### src/rtl/asv_pkg.sv
`timescale 1ns / 1ps
// ----------------------------------------------------------------------------
// asv_pkg
// Types, codes and character rules shared by the ASN.1 string validator.
// ----------------------------------------------------------------------------
package asv_pkg;

   // Universal tag numbers of the string types that are checked.
   localparam logic [4:0] TAG_UTF8      = 5'd12;
   localparam logic [4:0] TAG_PRINTABLE = 5'd19;
   localparam logic [4:0] TAG_T61       = 5'd20;
   localparam logic [4:0] TAG_IA5       = 5'd22;
   localparam logic [4:0] TAG_VISIBLE   = 5'd26;

   localparam logic [1:0] CLASS_UNIVERSAL = 2'd0;

   // Character bounds.
   localparam logic [7:0] CHAR_SPACE      = 8'h20;
   localparam logic [7:0] CHAR_APOSTROPHE = 8'h27;
   localparam logic [7:0] CHAR_LOWER_Z    = 8'h7a;
   localparam logic [7:0] CHAR_ASTERISK   = 8'h2a;
   localparam logic [7:0] CHAR_SEMICOLON  = 8'h3b;
   localparam logic [7:0] CHAR_LESS       = 8'h3c;
   localparam logic [7:0] CHAR_GREATER    = 8'h3e;
   localparam logic [7:0] CHAR_AT         = 8'h40;
   localparam logic [7:0] CHAR_ASCII_MAX  = 8'h7f;
   localparam logic [7:0] UTF8_LEAD2_MIN  = 8'hC2;
   localparam logic [7:0] UTF8_LEAD_WIDE  = 8'hD0;
   localparam logic [7:0] UTF8_LEAD_LIMIT = 8'hF5;

   typedef enum logic [1:0] {
      KIND_NONE      = 2'd0,
      KIND_PRINTABLE = 2'd1,
      KIND_ASCII     = 2'd2,
      KIND_UTF8      = 2'd3
   } kind_type;

   typedef enum logic [2:0] {
      ERR_NONE          = 3'd0,
      ERR_NOT_UNIVERSAL = 3'd1,
      ERR_BAD_CHAR      = 3'd2,
      ERR_BAD_LEAD      = 3'd3,
      ERR_BAD_CONT      = 3'd4,
      ERR_TRUNCATED     = 3'd5,
      ERR_UNKNOWN_TAG   = 3'd6
   } error_type;

   typedef enum logic [1:0] {
      STATUS_OK        = 2'd0,
      STATUS_MALFORMED = 2'd1,
      STATUS_INVALID   = 2'd2
   } status_type;

   // One input item as held in the input register.
   typedef struct packed {
      logic [1:0] string_class;
      logic [4:0] string_tag;
      logic [7:0] content_byte;
      logic       byte_present;
      logic       first_item;
      logic       last_item;
   } req_item_type;

   function automatic kind_type kind_of_tag(input logic [4:0] tag);
      kind_type kind;
      unique case (tag) inside
         TAG_PRINTABLE:                   kind = KIND_PRINTABLE;
         TAG_T61, TAG_IA5, TAG_VISIBLE:   kind = KIND_ASCII;
         TAG_UTF8:                        kind = KIND_UTF8;
         default:                         kind = KIND_NONE;
      endcase
      return kind;
   endfunction

   // PrintableString: space, or 0x27..0x7A less a handful of punctuation marks.
   function automatic logic printable_ok(input logic [7:0] b);
      logic ok;
      if (b == CHAR_SPACE) begin
         ok = 1'b1;
      end else if (b < CHAR_APOSTROPHE || b > CHAR_LOWER_Z) begin
         ok = 1'b0;
      end else begin
         ok = !(b == CHAR_ASTERISK || b == CHAR_SEMICOLON || b == CHAR_LESS ||
                b == CHAR_GREATER || b == CHAR_AT);
      end
      return ok;
   endfunction

   function automatic status_type status_of(input error_type err);
      status_type st;
      unique case (err)
         ERR_NONE:        st = STATUS_OK;
         ERR_UNKNOWN_TAG: st = STATUS_INVALID;
         default:         st = STATUS_MALFORMED;
      endcase
      return st;
   endfunction

endpackage

### src/rtl/asv_if.sv
`timescale 1ns / 1ps
// ----------------------------------------------------------------------------
// asv_req_if / asv_rsp_if
// Valid/ready channels for string bytes in and the status out.
// ----------------------------------------------------------------------------
interface asv_req_if;
   logic       valid;
   logic       ready;
   logic [1:0] string_class;
   logic [4:0] string_tag;
   logic [7:0] content_byte;
   logic       byte_present;
   logic       first_item;
   logic       last_item;

   modport source (output valid, string_class, string_tag, content_byte,
                   byte_present, first_item, last_item, input ready);
   modport sink   (input valid, string_class, string_tag, content_byte,
                   byte_present, first_item, last_item, output ready);
endinterface

interface asv_rsp_if;
   logic       valid;
   logic       ready;
   logic [1:0] status;
   logic [2:0] error_detail;

   modport source (output valid, status, error_detail, input ready);
   modport sink   (input valid, status, error_detail, output ready);
endinterface

### src/rtl/asn1_string_charset_validator.sv
`timescale 1ns / 1ps
// ----------------------------------------------------------------------------
// asn1_string_charset_validator
// Checks the content bytes of an ASN.1 string and reports one status per string.
// ----------------------------------------------------------------------------
// The block takes one content byte of an ASN.1 string per item, with class and
// tag read from the item marked first, and gives one result item for each item
// marked last: status 0 ok, 1 malformed, 2 invalid, plus the detail code of the
// first error seen in the string. An item enters an input register, is checked
// against the string state by short compare logic, and its result lands in an
// output register. One item is accepted every clock cycle while the input is
// not held back; the only loop is the per-byte update of the UTF-8 and error
// state. A last item passes from the input register into the output register,
// where its result waits until it is taken.
// The output register parts the two sides, so the next item is taken
// while a finished result waits, and only a result that cannot be handed on
// holds the input back.
// ----------------------------------------------------------------------------
module asn1_string_charset_validator
   import asv_pkg::*;
(
   input logic          clock,
   input logic          reset,
   asv_req_if.sink      req_chan,
   asv_rsp_if.source    rsp_chan
);

   // Input register.
   logic         in_valid_ff, in_valid_in;
   req_item_type in_item_ff;

   // String state.
   kind_type   kind_ff, kind_in;
   error_type  err_ff, err_in;
   logic       cont_ff, cont_in;
   logic [1:0] pend_ff, pend_in;

   // Result register.
   logic       out_valid_ff, out_valid_in;
   status_type out_status_ff, out_status_in;
   error_type  out_detail_ff, out_detail_in;

   logic out_free;
   logic in_advance;
   logic req_take;

   assign out_free   = !out_valid_ff || rsp_chan.ready;
   // An item that is not last leaves no result, so it never waits on the output.
   assign in_advance = in_valid_ff && (!in_item_ff.last_item || out_free);
   assign req_chan.ready = !in_valid_ff || in_advance;
   assign req_take   = req_chan.valid && req_chan.ready;
   assign in_valid_in = req_take || (in_valid_ff && !in_advance);

   // Check of the held item against the string state.
   always_comb begin
      kind_type   kind_w;
      error_type  err_w;
      logic       cont_w;
      logic [1:0] pend_w;
      logic [7:0] b;

      b = in_item_ff.content_byte;

      if (in_item_ff.first_item) begin
         kind_w = kind_of_tag(in_item_ff.string_tag);
         cont_w = 1'b0;
         pend_w = 2'd0;
         if (in_item_ff.string_class != CLASS_UNIVERSAL) begin
            err_w = ERR_NOT_UNIVERSAL;
         end else if (kind_w == KIND_NONE) begin
            err_w = ERR_UNKNOWN_TAG;
         end else begin
            err_w = ERR_NONE;
         end
      end else begin
         kind_w = kind_ff;
         err_w  = err_ff;
         cont_w = cont_ff;
         pend_w = pend_ff;
      end

      // Once an error is latched, the rest of the string is ignored.
      if (in_item_ff.byte_present && err_w == ERR_NONE) begin
         unique case (kind_w)
            KIND_PRINTABLE: begin
               if (!printable_ok(b)) err_w = ERR_BAD_CHAR;
            end
            KIND_ASCII: begin
               if (b < CHAR_SPACE || b > CHAR_ASCII_MAX) err_w = ERR_BAD_CHAR;
            end
            KIND_UTF8: begin
               if (!cont_w) begin
                  if (b[7] == 1'b0) begin
                     // Plain ASCII stands alone.
                  end else if (b >= UTF8_LEAD2_MIN && b < UTF8_LEAD_WIDE) begin
                     pend_w = 2'd1;
                     cont_w = 1'b1;
                  end else if (b >= UTF8_LEAD_WIDE && b < UTF8_LEAD_LIMIT) begin
                     // Leads 0xDx, 0xEx and 0xFx expect one, two or three more bytes.
                     pend_w = b[5:4];
                     cont_w = 1'b1;
                  end else begin
                     err_w = ERR_BAD_LEAD;
                  end
               end else if (b[7:6] != 2'b10) begin
                  err_w = ERR_BAD_CONT;
               end else begin
                  pend_w = pend_w - 2'd1;
                  if (pend_w == 2'd0) cont_w = 1'b0;
               end
            end
            default: begin
               // Bytes with no string opened since reset.
               err_w = ERR_UNKNOWN_TAG;
            end
         endcase
      end

      // A UTF-8 sequence still open at the end of the string is cut off.
      if (in_item_ff.last_item && err_w == ERR_NONE && kind_w == KIND_UTF8 && cont_w) begin
         err_w = ERR_TRUNCATED;
      end

      kind_in       = kind_w;
      err_in        = err_w;
      cont_in       = cont_w;
      pend_in       = pend_w;
      out_status_in = status_of(err_w);
      out_detail_in = err_w;
   end

   assign out_valid_in = (in_advance && in_item_ff.last_item) ||
                         (out_valid_ff && !rsp_chan.ready);

   always_ff @(posedge clock) begin
      if (reset) begin
         in_valid_ff  <= 1'b0;
         out_valid_ff <= 1'b0;
         kind_ff      <= KIND_NONE;
         err_ff       <= ERR_NONE;
         cont_ff      <= 1'b0;
         pend_ff      <= 2'd0;
      end else begin
         in_valid_ff  <= in_valid_in;
         out_valid_ff <= out_valid_in;
         if (in_advance) begin
            kind_ff <= kind_in;
            err_ff  <= err_in;
            cont_ff <= cont_in;
            pend_ff <= pend_in;
         end
      end
   end

   always_ff @(posedge clock) begin
      if (req_take) begin
         in_item_ff.string_class <= req_chan.string_class;
         in_item_ff.string_tag   <= req_chan.string_tag;
         in_item_ff.content_byte <= req_chan.content_byte;
         in_item_ff.byte_present <= req_chan.byte_present;
         in_item_ff.first_item   <= req_chan.first_item;
         in_item_ff.last_item    <= req_chan.last_item;
      end
      if (in_advance && in_item_ff.last_item) begin
         out_status_ff <= out_status_in;
         out_detail_ff <= out_detail_in;
      end
   end

   assign rsp_chan.valid        = out_valid_ff;
   assign rsp_chan.status       = out_status_ff;
   assign rsp_chan.error_detail = out_detail_ff;

   // Continuation bytes are expected exactly when the count is nonzero.
   a_cont_matches_count: assert property (@(posedge clock) disable iff (reset)
      cont_ff == (pend_ff != 2'd0))
      else $error("continuation flag and pending count disagree");

   // The status always follows from the detail code.
   a_status_mapping: assert property (@(posedge clock) disable iff (reset)
      out_valid_ff |-> ((out_status_ff == STATUS_OK) == (out_detail_ff == ERR_NONE)) &&
                       ((out_status_ff == STATUS_INVALID) == (out_detail_ff == ERR_UNKNOWN_TAG)))
      else $error("status does not match error detail");

   // A held item that cannot advance stays put in the input register.
   a_input_holds: assert property (@(posedge clock) disable iff (reset)
      (in_valid_ff && !in_advance) |=> (in_valid_ff && $stable(in_item_ff)))
      else $error("stalled item lost from input register");

   // A last item only leaves the input register into a free result register.
   a_no_overwrite: assert property (@(posedge clock) disable iff (reset)
      (in_advance && in_item_ff.last_item) |-> out_free)
      else $error("result register overwritten");

endmodule
### src/flat_wrapper.sv
// flat-port wrapper written by rule: the top's interface ports become plain ports
module asn1_string_charset_validator_flat import asv_pkg::*;
  (clock, reset, req_chan_valid, req_chan_string_class, req_chan_string_tag, req_chan_content_byte, req_chan_byte_present, req_chan_first_item, req_chan_last_item, req_chan_ready, rsp_chan_valid, rsp_chan_status, rsp_chan_error_detail, rsp_chan_ready);
  asv_req_if req_chan_i ();
  asv_rsp_if rsp_chan_i ();
  input logic clock;
  input logic reset;
  input wire logic [$bits(req_chan_i.valid)-1:0] req_chan_valid;
  input wire logic [$bits(req_chan_i.string_class)-1:0] req_chan_string_class;
  input wire logic [$bits(req_chan_i.string_tag)-1:0] req_chan_string_tag;
  input wire logic [$bits(req_chan_i.content_byte)-1:0] req_chan_content_byte;
  input wire logic [$bits(req_chan_i.byte_present)-1:0] req_chan_byte_present;
  input wire logic [$bits(req_chan_i.first_item)-1:0] req_chan_first_item;
  input wire logic [$bits(req_chan_i.last_item)-1:0] req_chan_last_item;
  output wire logic [$bits(req_chan_i.ready)-1:0] req_chan_ready;
  output wire logic [$bits(rsp_chan_i.valid)-1:0] rsp_chan_valid;
  output wire logic [$bits(rsp_chan_i.status)-1:0] rsp_chan_status;
  output wire logic [$bits(rsp_chan_i.error_detail)-1:0] rsp_chan_error_detail;
  input wire logic [$bits(rsp_chan_i.ready)-1:0] rsp_chan_ready;
  assign req_chan_i.valid = req_chan_valid;
  assign req_chan_i.string_class = req_chan_string_class;
  assign req_chan_i.string_tag = req_chan_string_tag;
  assign req_chan_i.content_byte = req_chan_content_byte;
  assign req_chan_i.byte_present = req_chan_byte_present;
  assign req_chan_i.first_item = req_chan_first_item;
  assign req_chan_i.last_item = req_chan_last_item;
  assign req_chan_ready = req_chan_i.ready;
  assign rsp_chan_valid = rsp_chan_i.valid;
  assign rsp_chan_status = rsp_chan_i.status;
  assign rsp_chan_error_detail = rsp_chan_i.error_detail;
  assign rsp_chan_i.ready = rsp_chan_ready;
  asn1_string_charset_validator u_core (.clock(clock), .reset(reset), .req_chan(req_chan_i), .rsp_chan(rsp_chan_i));
endmodule
### config.mk
export PLATFORM = sky130hd
export DESIGN_NAME = asn1_string_charset_validator_flat
export DESIGN_NICKNAME = d
export VERILOG_FILES = /design/src/rtl/asv_pkg.sv /design/src/rtl/asv_if.sv /design/src/rtl/asn1_string_charset_validator.sv /design/src/flat_wrapper.sv
export SDC_FILE = /design/constraint.sdc
export NUM_CORES = 1
export LEC_CHECK = 0
export ABC_CLOCK_PERIOD_IN_PS = 4110
export BUFFER_PORTS_ARGS = -buffer_cell sky130_fd_sc_hd__buf_2
export CAP_MARGIN = 20
export CORE_ASPECT_RATIO = 0.7
export CORE_MARGIN = 2
export CORE_UTILIZATION = 47
export CTS_CLUSTER_DIAMETER = 30
export CTS_CLUSTER_SIZE = 8
export DETAILED_ROUTE_END_ITERATION = 8
export GPL_ROUTABILITY_DRIVEN = 0
export HOLD_SLACK_MARGIN = 0.05
export PLACE_DENSITY = 0.77
export SKIP_CTS_REPAIR_TIMING = 1
export SYNTH_ARGS = -nofsm -noshare
export SYNTH_HDL_FRONTEND = slang
export SYNTH_SLANG_ARGS = --single-unit
### constraint.sdc
create_clock -name clock -period 4.11 [get_ports clock]
set_input_delay 0.411 -clock clock [delete_from_list [all_inputs] [get_ports clock]]
set_output_delay 0.411 -clock clock [all_outputs]
set_load 0.02 [all_outputs]
==> results of run 1 <==
-- sequential cells by signal, indices dropped and copies added, names as in the netlist --
signal / count
u_core.cont_ff: 1
u_core.err_ff: 3
u_core.in_item_ff: 18
u_core.in_valid_ff: 1
u_core.kind_ff: 2
u_core.pend_ff: 2
u_core.rsp_chan.error_detail: 3
u_core.rsp_chan.status: 2
u_core.rsp_chan.valid: 1
-- final cells by class --
type	instances	area (µm²)	share of cell area [%]
clock inverter	2	37.5	1.81
timing repair buffer	29	155	7.48
multi-input combinational	127	816	39.3
tap	50	62.6	3.02
inverter	8	30.0	1.45
sequential	33	891	42.9
clock buffer	6	82.6	3.98
-- final timing paths --
check                                             from                         endpoint
worst max-delay path              u_core.in_item_ff[1]  u_core.rsp_chan.error_detail[2]
worst min-delay path            req_chan_string_tag[1]            u_core.in_item_ff[12]
worst max register to register    u_core.in_item_ff[1]  u_core.rsp_chan.error_detail[2]
worst min register to register       u_core.pend_ff[1]                u_core.pend_ff[1]
-- stage by stage --
stage	instances	hold slack [ns]	area [µm²]	util, %	setup WS, ns
3_3_place_gp	246	0.461	1940	54.8	1.47
5_1_grt	255	0.275	2070	58.7	1.10
4_1_cts	254	0.286	2060	58.2	1.30
2_1_floorplan	172	0.450	1750	-	1.83
6_report	255	0.294	2070	58.7	1.27
3_5_place_dp	246	0.472	1940	54.8	1.36
-- routing by layer --
layer | vias up | share of wire [%]
met5 | - | 0
met4 | 0 | 1.3
met3 | 7 | 6.3
met2 | 52 | 41
met1 | 654 | 51
li1 | 722 | -
-- synth_stat cells (2+ instances only) --
library cell | n | area share [%]
nor3_1 | 3 | 0.86
nor2b_1 | 6 | 2.1
inv_1 | 8 | 1.7
nand4_1 | 2 | 0.72
clkbuf_1 | 3 | 0.64
o21ai_0 | 7 | 2.0
edfxtp_1 | 23 | 40
a22o_1 | 3 | 1.5
nor2_1 | 17 | 3.7
nor3b_1 | 2 | 0.86
and2_1 | 4 | 1.4
nand3_1 | 5 | 1.4
nand2b_1 | 2 | 0.72
a31oi_1 | 5 | 1.8
nor4bb_1 | 3 | 1.7
o21a_1 | 4 | 1.7
nand2_1 | 13 | 2.8
o211ai_1 | 3 | 1.3
dfxtp_1 | 10 | 11
a21oi_1 | 13 | 3.7
and3_1 | 4 | 1.4
o31a_1 | 2 | 1.0
o31ai_1 | 3 | 1.3
-- placed cells by master, fill, tap and decap left out, types with 3 or more instances in the layout --
cell and n:
a21oi_1 13, a22o_1 3, a31oi_1 4, and2_1 4, and3_1 4, buf_2 28
clkbuf_8 6, dfxtp_1 10, edfxtp_1 23, inv_1 8, nand2_1 13, nand3_1 5
nor2_1 17, nor2b_1 6, nor3_1 3, nor4bb_1 3, o211ai_1 3, o21a_1 4
o21ai_0 7, o31ai_1 3
-- cell families (layout without fill, tap and decap cells) --
family / after synthesis / count (layout) / share of synthesized area, %
adders and majority gates: 1 / 1 / 0.716
AOI/OAI and AO/OA: 54 / 54 / 22.8
buffers and inverters: 12 / 45 / 2.65
muxes: 1 / 1 / 0.573
and+or+nand+nor: 69 / 69 / 21.3
xor gates and xnor gates: 2 / 2 / 1.00
DFF: 33 / 33 / 51.0
-- power by group through the flow --
stage	sequential [mW]	clock, mW	combinational [mW]
floorplan	0.395	0	0.0583
global placement	0.400	0	0.0796
detailed placement	0.400	0	0.0803
CTS	0.393	0.323	0.0813
global route	0.396	0.337	0.0932
finish	0.393	0.318	0.0840
-- worst max-delay path, delay by kind of cell, from the launching register on --
kind | cells | cell delay [ns]
simple gates | 3 | 0.85
flops | 1 | 0.66
compound gates | 4 | 1.07
==> impl_metrics.py, run 1 <==
metrics = {
    "critical_path": {
        "crit_required_ns": 4.15,
        "ff2ff_setup_slack_ns": 1.27,
        "critPathSlowestCell": "edfxtp_1",
        "cp-end-kind": "flip-flop",
        "ff2ff_path_depth": 7,
        "critPathMaxFanout": 17,
        "cp_cell_sequence": "or3b_1 -> a31oi_1 -> a22o_1 -> a41oi_1 -> a31oi_2 -> nor3_1 -> or2_2",
        "crit_arrival_ns": 2.88,
        "path_class": "flip-flop to flip-flop",
        "worstSetupStartpointType": "flip-flop",
        "max_stage_delay_ns": 0.66,
    },
    "power": {
        "pwr-share-seq_pct": 49.5,
        "pwr-share-comb_pct": 10.6,
        "power_density_mw_per_mm2": 383,
        "total_power_mw": 0.795,
        "p_leak_nw": 0.787,
        "internal_power_mw": 0.608,
        "vdd_drop_max_v": 0.000323,
        "netSwitchingPower_mw": 0.187,
        "clockPowerShare_pct": 40.0,
        "sw_frac_of_total_pct": 23.5,
    },
    "clocking": {
        "clockRootBuffer": "clkbuf_8",
        "clkSinkCount": 33,
        "clk_pin_slew_worst_paths_ns": 0.07,
        "cts_tree": "yes",
        "cts_made_buffers": 5,
        "htree_levels": 2,
        "clock_path_buffers": 2,
        "insertion_delay_ns": 0.28,
    },
    "logic_synthesis": {
        "synthCells": 172,
        "synth.avg_cell_area_um2": 10.2,
        "ys_seq_area_share_pct": 51.0,
        "yosys_warnings": 0,
        "synth_flop_cell": "edfxtp_1",
        "postSynth.asyncResetShare_pct": 0,
        "synth-seq-cells": 33,
        "syn_area_mm2": 0.00175,
        "synth_nets": 195,
        "synth_enable_flop_cells": 23,
        "synth.distinct_cells": 50,
    },
    "timing": {
        "finClkSkew_ns": 0.00368,
        "relSlewSlack_pct": 61.9,
        "tightest_slew_ns": 0.563,
        "finalHoldViolCount": 0,
        "min_period_over_period_pct": 69.1,
        "clock.fmax_ghz": 0.352,
        "final-setup-viol-count": 0,
        "finalSetupTns_ns": 0,
        "slew_viol_final": 0,
        "rsz0062_at_grt": "false",
        "min_period_ns": 2.84,
    },
    "global_route": {
        "grt_pass1_vias": 1227,
        "grt_busiest_layer": "met2",
        "grtUsageTotal_pct": 18.2,
        "grt_first_pass_wirelength_um": 5780,
        "grt_max_degree": 19,
        "grt_overflow": 0,
        "use_met2_pct": 28.1,
        "use_met1_pct": 24.9,
        "grt_use_met3_pct": 4.55,
        "grt_antenna_before_repair": 0,
    },
    "detailed_routing": {
        "ant_nets": 0,
        "vias": 1435,
        "drtIter0Drc": 167,
        "drc": 0,
        "wl_um": 3570,
        "dr.pass1.iters": 4,
        "wl_per_cell_um": 14.0,
        "via_per_inst": 5.63,
    },
    "finish": {
        "syn_to_final_growth_pct": 18.8,
        "finalNetCount": 227,
        "nFillCells": 306,
        "antenna_cells": 0,
        "layout-drive-gt1-share_pct": 21.0,
    },
    "worst_hold_path": {
        "min_path_type": "primary input to flip-flop",
        "whs_path_depth": 1,
    },
    "floorplan": {
        "die_h_um": 55.0,
        "die-area_mm2": 0.00423,
        "core-area_mm2": 0.00354,
        "rows": 18,
        "chipWidth_um": 76.9,
        "pin_count": 29,
        "initial_core_util_pct": 49.4,
    },
    "placement": {
        "port_buffers": 28,
        "hpwlAfterDp_um": 2530,
    },
    "run": {
        "maxCapViolCount": 0,
    },
    "outcome": {
        "status": "complete, no violations",
    },
}
(Power assumes the default switching activity.)
==> inputs of run 2 (changes only) <==
Settings changed: ABC_CLOCK_PERIOD_IN_PS 4110 to 3000.
Clock period 4.11 ns to 3 ns, I/O delays scaled along.
==> impl_metrics.py, run 2 (synthesis results as in run 1) <==
metrics = {
    "critical_path": {
        "ff2ff_path_depth": 8,
        "critPathMaxFanout": 11,
        "cp-end-kind": "flip-flop",
        "crit_arrival_ns": 2.70,
        "path_class": "flip-flop to flip-flop",
        "reg2reg_from": "u_core.in_item_ff[1]",
        "crit_required_ns": 3.04,
        "r2r-end": "u_core.rsp_chan.error_detail[2]",
        "ff2ff_setup_slack_ns": 0.34,
        "worstSetupStartpointType": "flip-flop",
    },
    "timing": {
        "slew_viol_final": 0,
        "relSlewSlack_pct": 60.7,
        "finalWorstSetupSlack_ns": 0.341,
        "final-setup-viol-count": 0,
        "tightest_slew_ns": 0.581,
        "finalSetupTns_ns": 0,
        "min_period_over_period_pct": 88.6,
        "finalHoldViolCount": 0,
        "whs_ns": 0.181,
        "clock.fmax_ghz": 0.376,
        "finClkSkew_ns": 0.00728,
        "rsz0062_at_grt": "false",
        "min_period_ns": 2.66,
    },
    "global_route": {
        "grt_antenna_before_repair": 0,
        "grt_first_pass_wirelength_um": 5780,
        "grtUsageTotal_pct": 18.3,
        "grt_overflow": 0,
        "grt_pass1_vias": 1233,
        "grt_max_degree": 17,
    },
    "clocking": {
        "insertion_delay_ns": 0.29,
        "cts_made_buffers": 5,
        "clock_path_buffers": 2,
        "clockRootBuffer": "clkbuf_8",
        "htree_levels": 2,
        "clk_pin_slew_worst_paths_ns": 0.07,
        "cts_tree": "yes",
        "clkSinkCount": 33,
    },
    "finish": {
        "antenna_cells": 0,
        "syn_to_final_growth_pct": 18.2,
        "final_cell_mix": "buf_2 (28), edfxtp_1 (23), nor2_1 (17)",
        "largest_reg_flops": 18,
        "top_register": "u_core.in_item_ff",
        "nFillCells": 317,
        "layout-drive-gt1-share_pct": 20.9,
        "final_common_cell": "buf_2",
        "instances_no_fill": 256,
        "final_core_util_pct": 58.4,
        "finalNetCount": 228,
    },
    "placement": {
        "dp_cells": 248,
        "port_buffers": 28,
        "hpwlAfterDp_um": 2600,
        "pre_cts_ws_ns": 0.449,
    },
    "floorplan": {
        "die_h_um": 55.0,
        "initial_core_util_pct": 49.4,
        "die-area_mm2": 0.00423,
        "core-area_mm2": 0.00354,
        "chipWidth_um": 76.9,
        "rows": 18,
        "pin_count": 29,
    },
    "worst_hold_path": {
        "min_path_type": "primary input to flip-flop",
        "whs_path_depth": 1,
        "hold_path_end": "u_core.in_item_ff[7]",
        "hold_start": "req_chan_content_byte[4]",
    },
    "run": {
        "maxCapViolCount": 0,
    },
    "detailed_routing": {
        "wl_um": 3540,
        "ant_nets": 0,
        "drc": 0,
        "wl_per_cell_um": 13.8,
        "via_per_inst": 5.63,
        "vias": 1442,
        "drtIter0Drc": 135,
        "dr.pass1.iters": 4,
    },
    "outcome": {
        "status": "complete, no violations",
    },
    "power": {
        "power_density_mw_per_mm2": 514,
        "p_leak_nw": 0.783,
        "vdd_drop_max_v": 0.000331,
    },
}
-- run 2: power breakdown --
group | switching, mW | internal [mW] | leakage, nW | total [mW]
registers | 0.0237 | 0.513 | 0.305 | 0.537
logic | 0.0659 | 0.0501 | 0.427 | 0.116
clock network | 0.165 | 0.244 | 0.0518 | 0.409
-- run 2: layer usage --
layer,routed length (µm),share of wire (%),global-route usage [%],vias up
met2,1490,42,28.1,57
met4,14,0.40,8.18,0
met3,272,7.7,4.87,2
met1,1770,50,24.9,661
li1,-,-,-,722
met5,0,0,0,-
-- run 2: worst max-delay path by stage --
stage                                    start                         endpoint  slack [ns]  cells after the start
after floorplan           u_core.in_item_ff[1]  u_core.rsp_chan.error_detail[2]        0.72                      7
after global placement    u_core.in_item_ff[1]  u_core.rsp_chan.error_detail[2]        0.48                      8
after detailed placement  u_core.in_item_ff[1]  u_core.rsp_chan.error_detail[2]        0.45                      8
after CTS                 u_core.in_item_ff[1]  u_core.rsp_chan.error_detail[2]        0.39                      8
after global routing      u_core.in_item_ff[1]  u_core.rsp_chan.error_detail[2]        0.20                      8
final                     u_core.in_item_ff[1]  u_core.rsp_chan.error_detail[2]        0.34                      8
-- run 2: layout make-up --
type / count / area (µm²) / area share [%]
flip-flops and latches: 33 / 891 / 43.2
repair buffers: 30 / 155 / 7.52
clock buffers: 5 / 68.8 / 3.33
clock inverters: 3 / 41.3 / 2.00
multi-input cells: 127 / 816 / 39.5
well taps: 50 / 62.6 / 3.03
inverters: 8 / 30.0 / 1.45
-- run 2: critical path: stages (launching register included) --
cell and delay (ns):
edfxtp_1 0.45, buf_4 0.21, or3_1 0.31, a21bo_1 0.26
nor4bb_1 0.55, o211ai_1 0.21, nand2_1 0.10, nor3_1 0.06
or2_2 0.28
-- run 2: stage by stage --
stage               cell area [µm²]  power [mW]
floorplan                      1750       0.621
global placement               1950       0.659
detailed placement             1950       0.661
CTS                            2060        1.07
global route                   2060        1.11
finish                         2060        1.06
==> inputs of run 3 (changes only) <==
==> constraint.sdc (replaced) <==
create_clock -name clock -period 3 [get_ports clock]
set_input_delay 0.15 -clock clock [delete_from_list [all_inputs] [get_ports clock]]
set_output_delay 0.15 -clock clock [all_outputs]
set_load 0.02 [all_outputs]
==> impl_metrics.py, run 3 (synthesis results as in run 1) <==
metrics = {
    "detailed_routing": {
        "wl_per_cell_um": 14.2,
        "ant_nets": 0,
        "dr.pass1.iters": 4,
        "via_per_inst": 5.62,
        "wl_um": 3890,
        "vias": 1541,
        "drtIter0Drc": 124,
        "drc": 0,
    },
    "global_route": {
        "grt_antenna_before_repair": 0,
        "grt_pass1_vias": 1233,
        "grtUsageTotal_pct": 18.3,
        "grt_first_pass_wirelength_um": 5780,
        "grt_max_degree": 17,
        "grt_overflow": 0,
    },
    "finish": {
        "final_cell_mix": "buf_2 (28), edfxtp_1 (23), dlygate4sd3_1 (18)",
        "largest_reg_flops": 18,
        "finalNetCount": 246,
        "final_common_cell": "buf_2",
        "nFillCells": 298,
        "syn_to_final_growth_pct": 28.5,
        "multi_input_area_um2": 816,
        "instances_no_fill": 274,
        "design_area_mm2": 0.00224,
        "antenna_cells": 0,
        "layout-drive-gt1-share_pct": 19.2,
        "area.sequential_um2": 891,
        "top_register": "u_core.in_item_ff",
    },
    "timing": {
        "finClkSkew_ns": 0.00651,
        "min_period_over_period_pct": 88.7,
        "finalHoldViolCount": 0,
        "slew_viol_final": 0,
        "tightest_slew_ns": 0.584,
        "clock.fmax_ghz": 0.376,
        "finalSetupTns_ns": 0,
        "finalWorstSetupSlack_ns": 0.339,
        "final-setup-viol-count": 0,
        "min_period_ns": 2.66,
        "rsz0062_at_grt": "false",
        "relSlewSlack_pct": 60.5,
    },
    "floorplan": {
        "pin_count": 29,
        "chipWidth_um": 76.9,
        "die_h_um": 55.0,
        "rows": 18,
        "core-area_mm2": 0.00354,
        "die-area_mm2": 0.00423,
        "initial_core_util_pct": 49.4,
    },
    "placement": {
        "pre_cts_ws_ns": 0.449,
        "hpwlAfterDp_um": 2600,
        "port_buffers": 28,
        "dpl-instance-area_mm2": 0.00195,
        "dp_cells": 248,
    },
    "clocking": {
        "clkSinkCount": 33,
        "clockRootBuffer": "clkbuf_8",
        "clock_path_buffers": 2,
        "insertion_delay_ns": 0.29,
        "clk_pin_slew_worst_paths_ns": 0.07,
        "cts_tree": "yes",
        "htree_levels": 2,
        "cts_made_buffers": 5,
    },
    "worst_hold_path": {
        "min_path_type": "primary input to flip-flop",
    },
    "critical_path": {
        "ff2ff_setup_slack_ns": 0.34,
        "reg2reg_from": "u_core.in_item_ff[1]",
        "cp-startpoint": "u_core.in_item_ff[1]",
        "crit_arrival_ns": 2.70,
        "cp-end-kind": "flip-flop",
        "endpoint": "u_core.rsp_chan.error_detail[2]",
        "worstSetupStartpointType": "flip-flop",
        "r2r-end": "u_core.rsp_chan.error_detail[2]",
        "crit_required_ns": 3.04,
        "critPathMaxFanout": 11,
        "path_class": "flip-flop to flip-flop",
        "ff2ff_path_depth": 8,
    },
    "outcome": {
        "status": "complete, no violations",
    },
    "power": {
        "power_density_mw_per_mm2": 482,
        "clockPowerShare_pct": 37.8,
        "pwr-share-seq_pct": 49.7,
        "vdd_drop_max_v": 0.000353,
        "netSwitchingPower_mw": 0.259,
        "internal_power_mw": 0.822,
        "p_leak_nw": 0.858,
        "sw_frac_of_total_pct": 23.9,
        "pwr-share-comb_pct": 12.5,
    },
    "run": {
        "maxCapViolCount": 0,
    },
}
run 3: cell count changes in the layout (fill, tap and decap cells not counted), sizes merged:
cell	change
dlygate4sd3	+18
run 3: layout make-up:
| class | instances | area share [%] |
|---|---|---|
| Sequential cell | 33 | 39.7 |
| Multi-Input combinational cell | 127 | 36.3 |
| Timing Repair Buffer | 48 | 14.9 |
| Clock buffer | 5 | 3.07 |
| Tap cell | 50 | 2.79 |
| Clock inverter | 3 | 1.84 |
| Inverter | 8 | 1.34 |
run 3: routing by layer:
| layer | vias up | GRT usage, % | part of all wire, % |
|---|---|---|---|
| met5 | - | 0 | 0 |
| met4 | 0 | 8.18 | 1.1 |
| met3 | 6 | 4.87 | 5.8 |
| met2 | 57 | 28.1 | 46 |
| met1 | 721 | 24.9 | 47 |
| li1 | 757 | - | - |
run 3: power by group through the flow:
stage               sequential, mW  clock, mW  combinational [mW]
floorplan                    0.541          0              0.0799
global placement             0.546          0               0.113
detailed placement           0.546          0               0.115
CTS                          0.536      0.417               0.116
global route                 0.540      0.437               0.151
finish                       0.537      0.409               0.135
run 3: worst min-delay path by stage:
stage	cells after the start	slack (ns)	startpoint	endpoint
after floorplan	0	0.25	req_chan_last_item	u_core.in_item_ff[0]
after global placement	1	0.33	req_chan_string_tag[2]	u_core.in_item_ff[13]
after detailed placement	1	0.33	req_chan_string_tag[2]	u_core.in_item_ff[13]
after CTS	1	0.02	req_chan_content_byte[4]	u_core.in_item_ff[7]
after global routing	3	0.16	req_chan_valid	u_core.in_valid_ff
final	3	0.14	req_chan_valid	u_core.in_valid_ff
run 3: worst max-delay path, cell delays in order, from the launching register on:
cell	delay (ns)
edfxtp_1	0.45
buf_4	0.21
or3_1	0.31
a21bo_1	0.26
nor4bb_1	0.55
o211ai_1	0.21
nand2_1	0.10
nor3_1	0.06
or2_2	0.28
run 3: stage by stage:
step / hold slack (ns) / utilization [%] / power, mW
after floorplan: 0.249 / - / 0.621
after global placement: 0.327 / 55.3 / 0.659
after detailed placement: 0.328 / 55.3 / 0.661
after CTS: 0.0227 / 58.4 / 1.07
after global routing: 0.161 / 63.5 / 1.13
final: 0.136 / 63.5 / 1.08
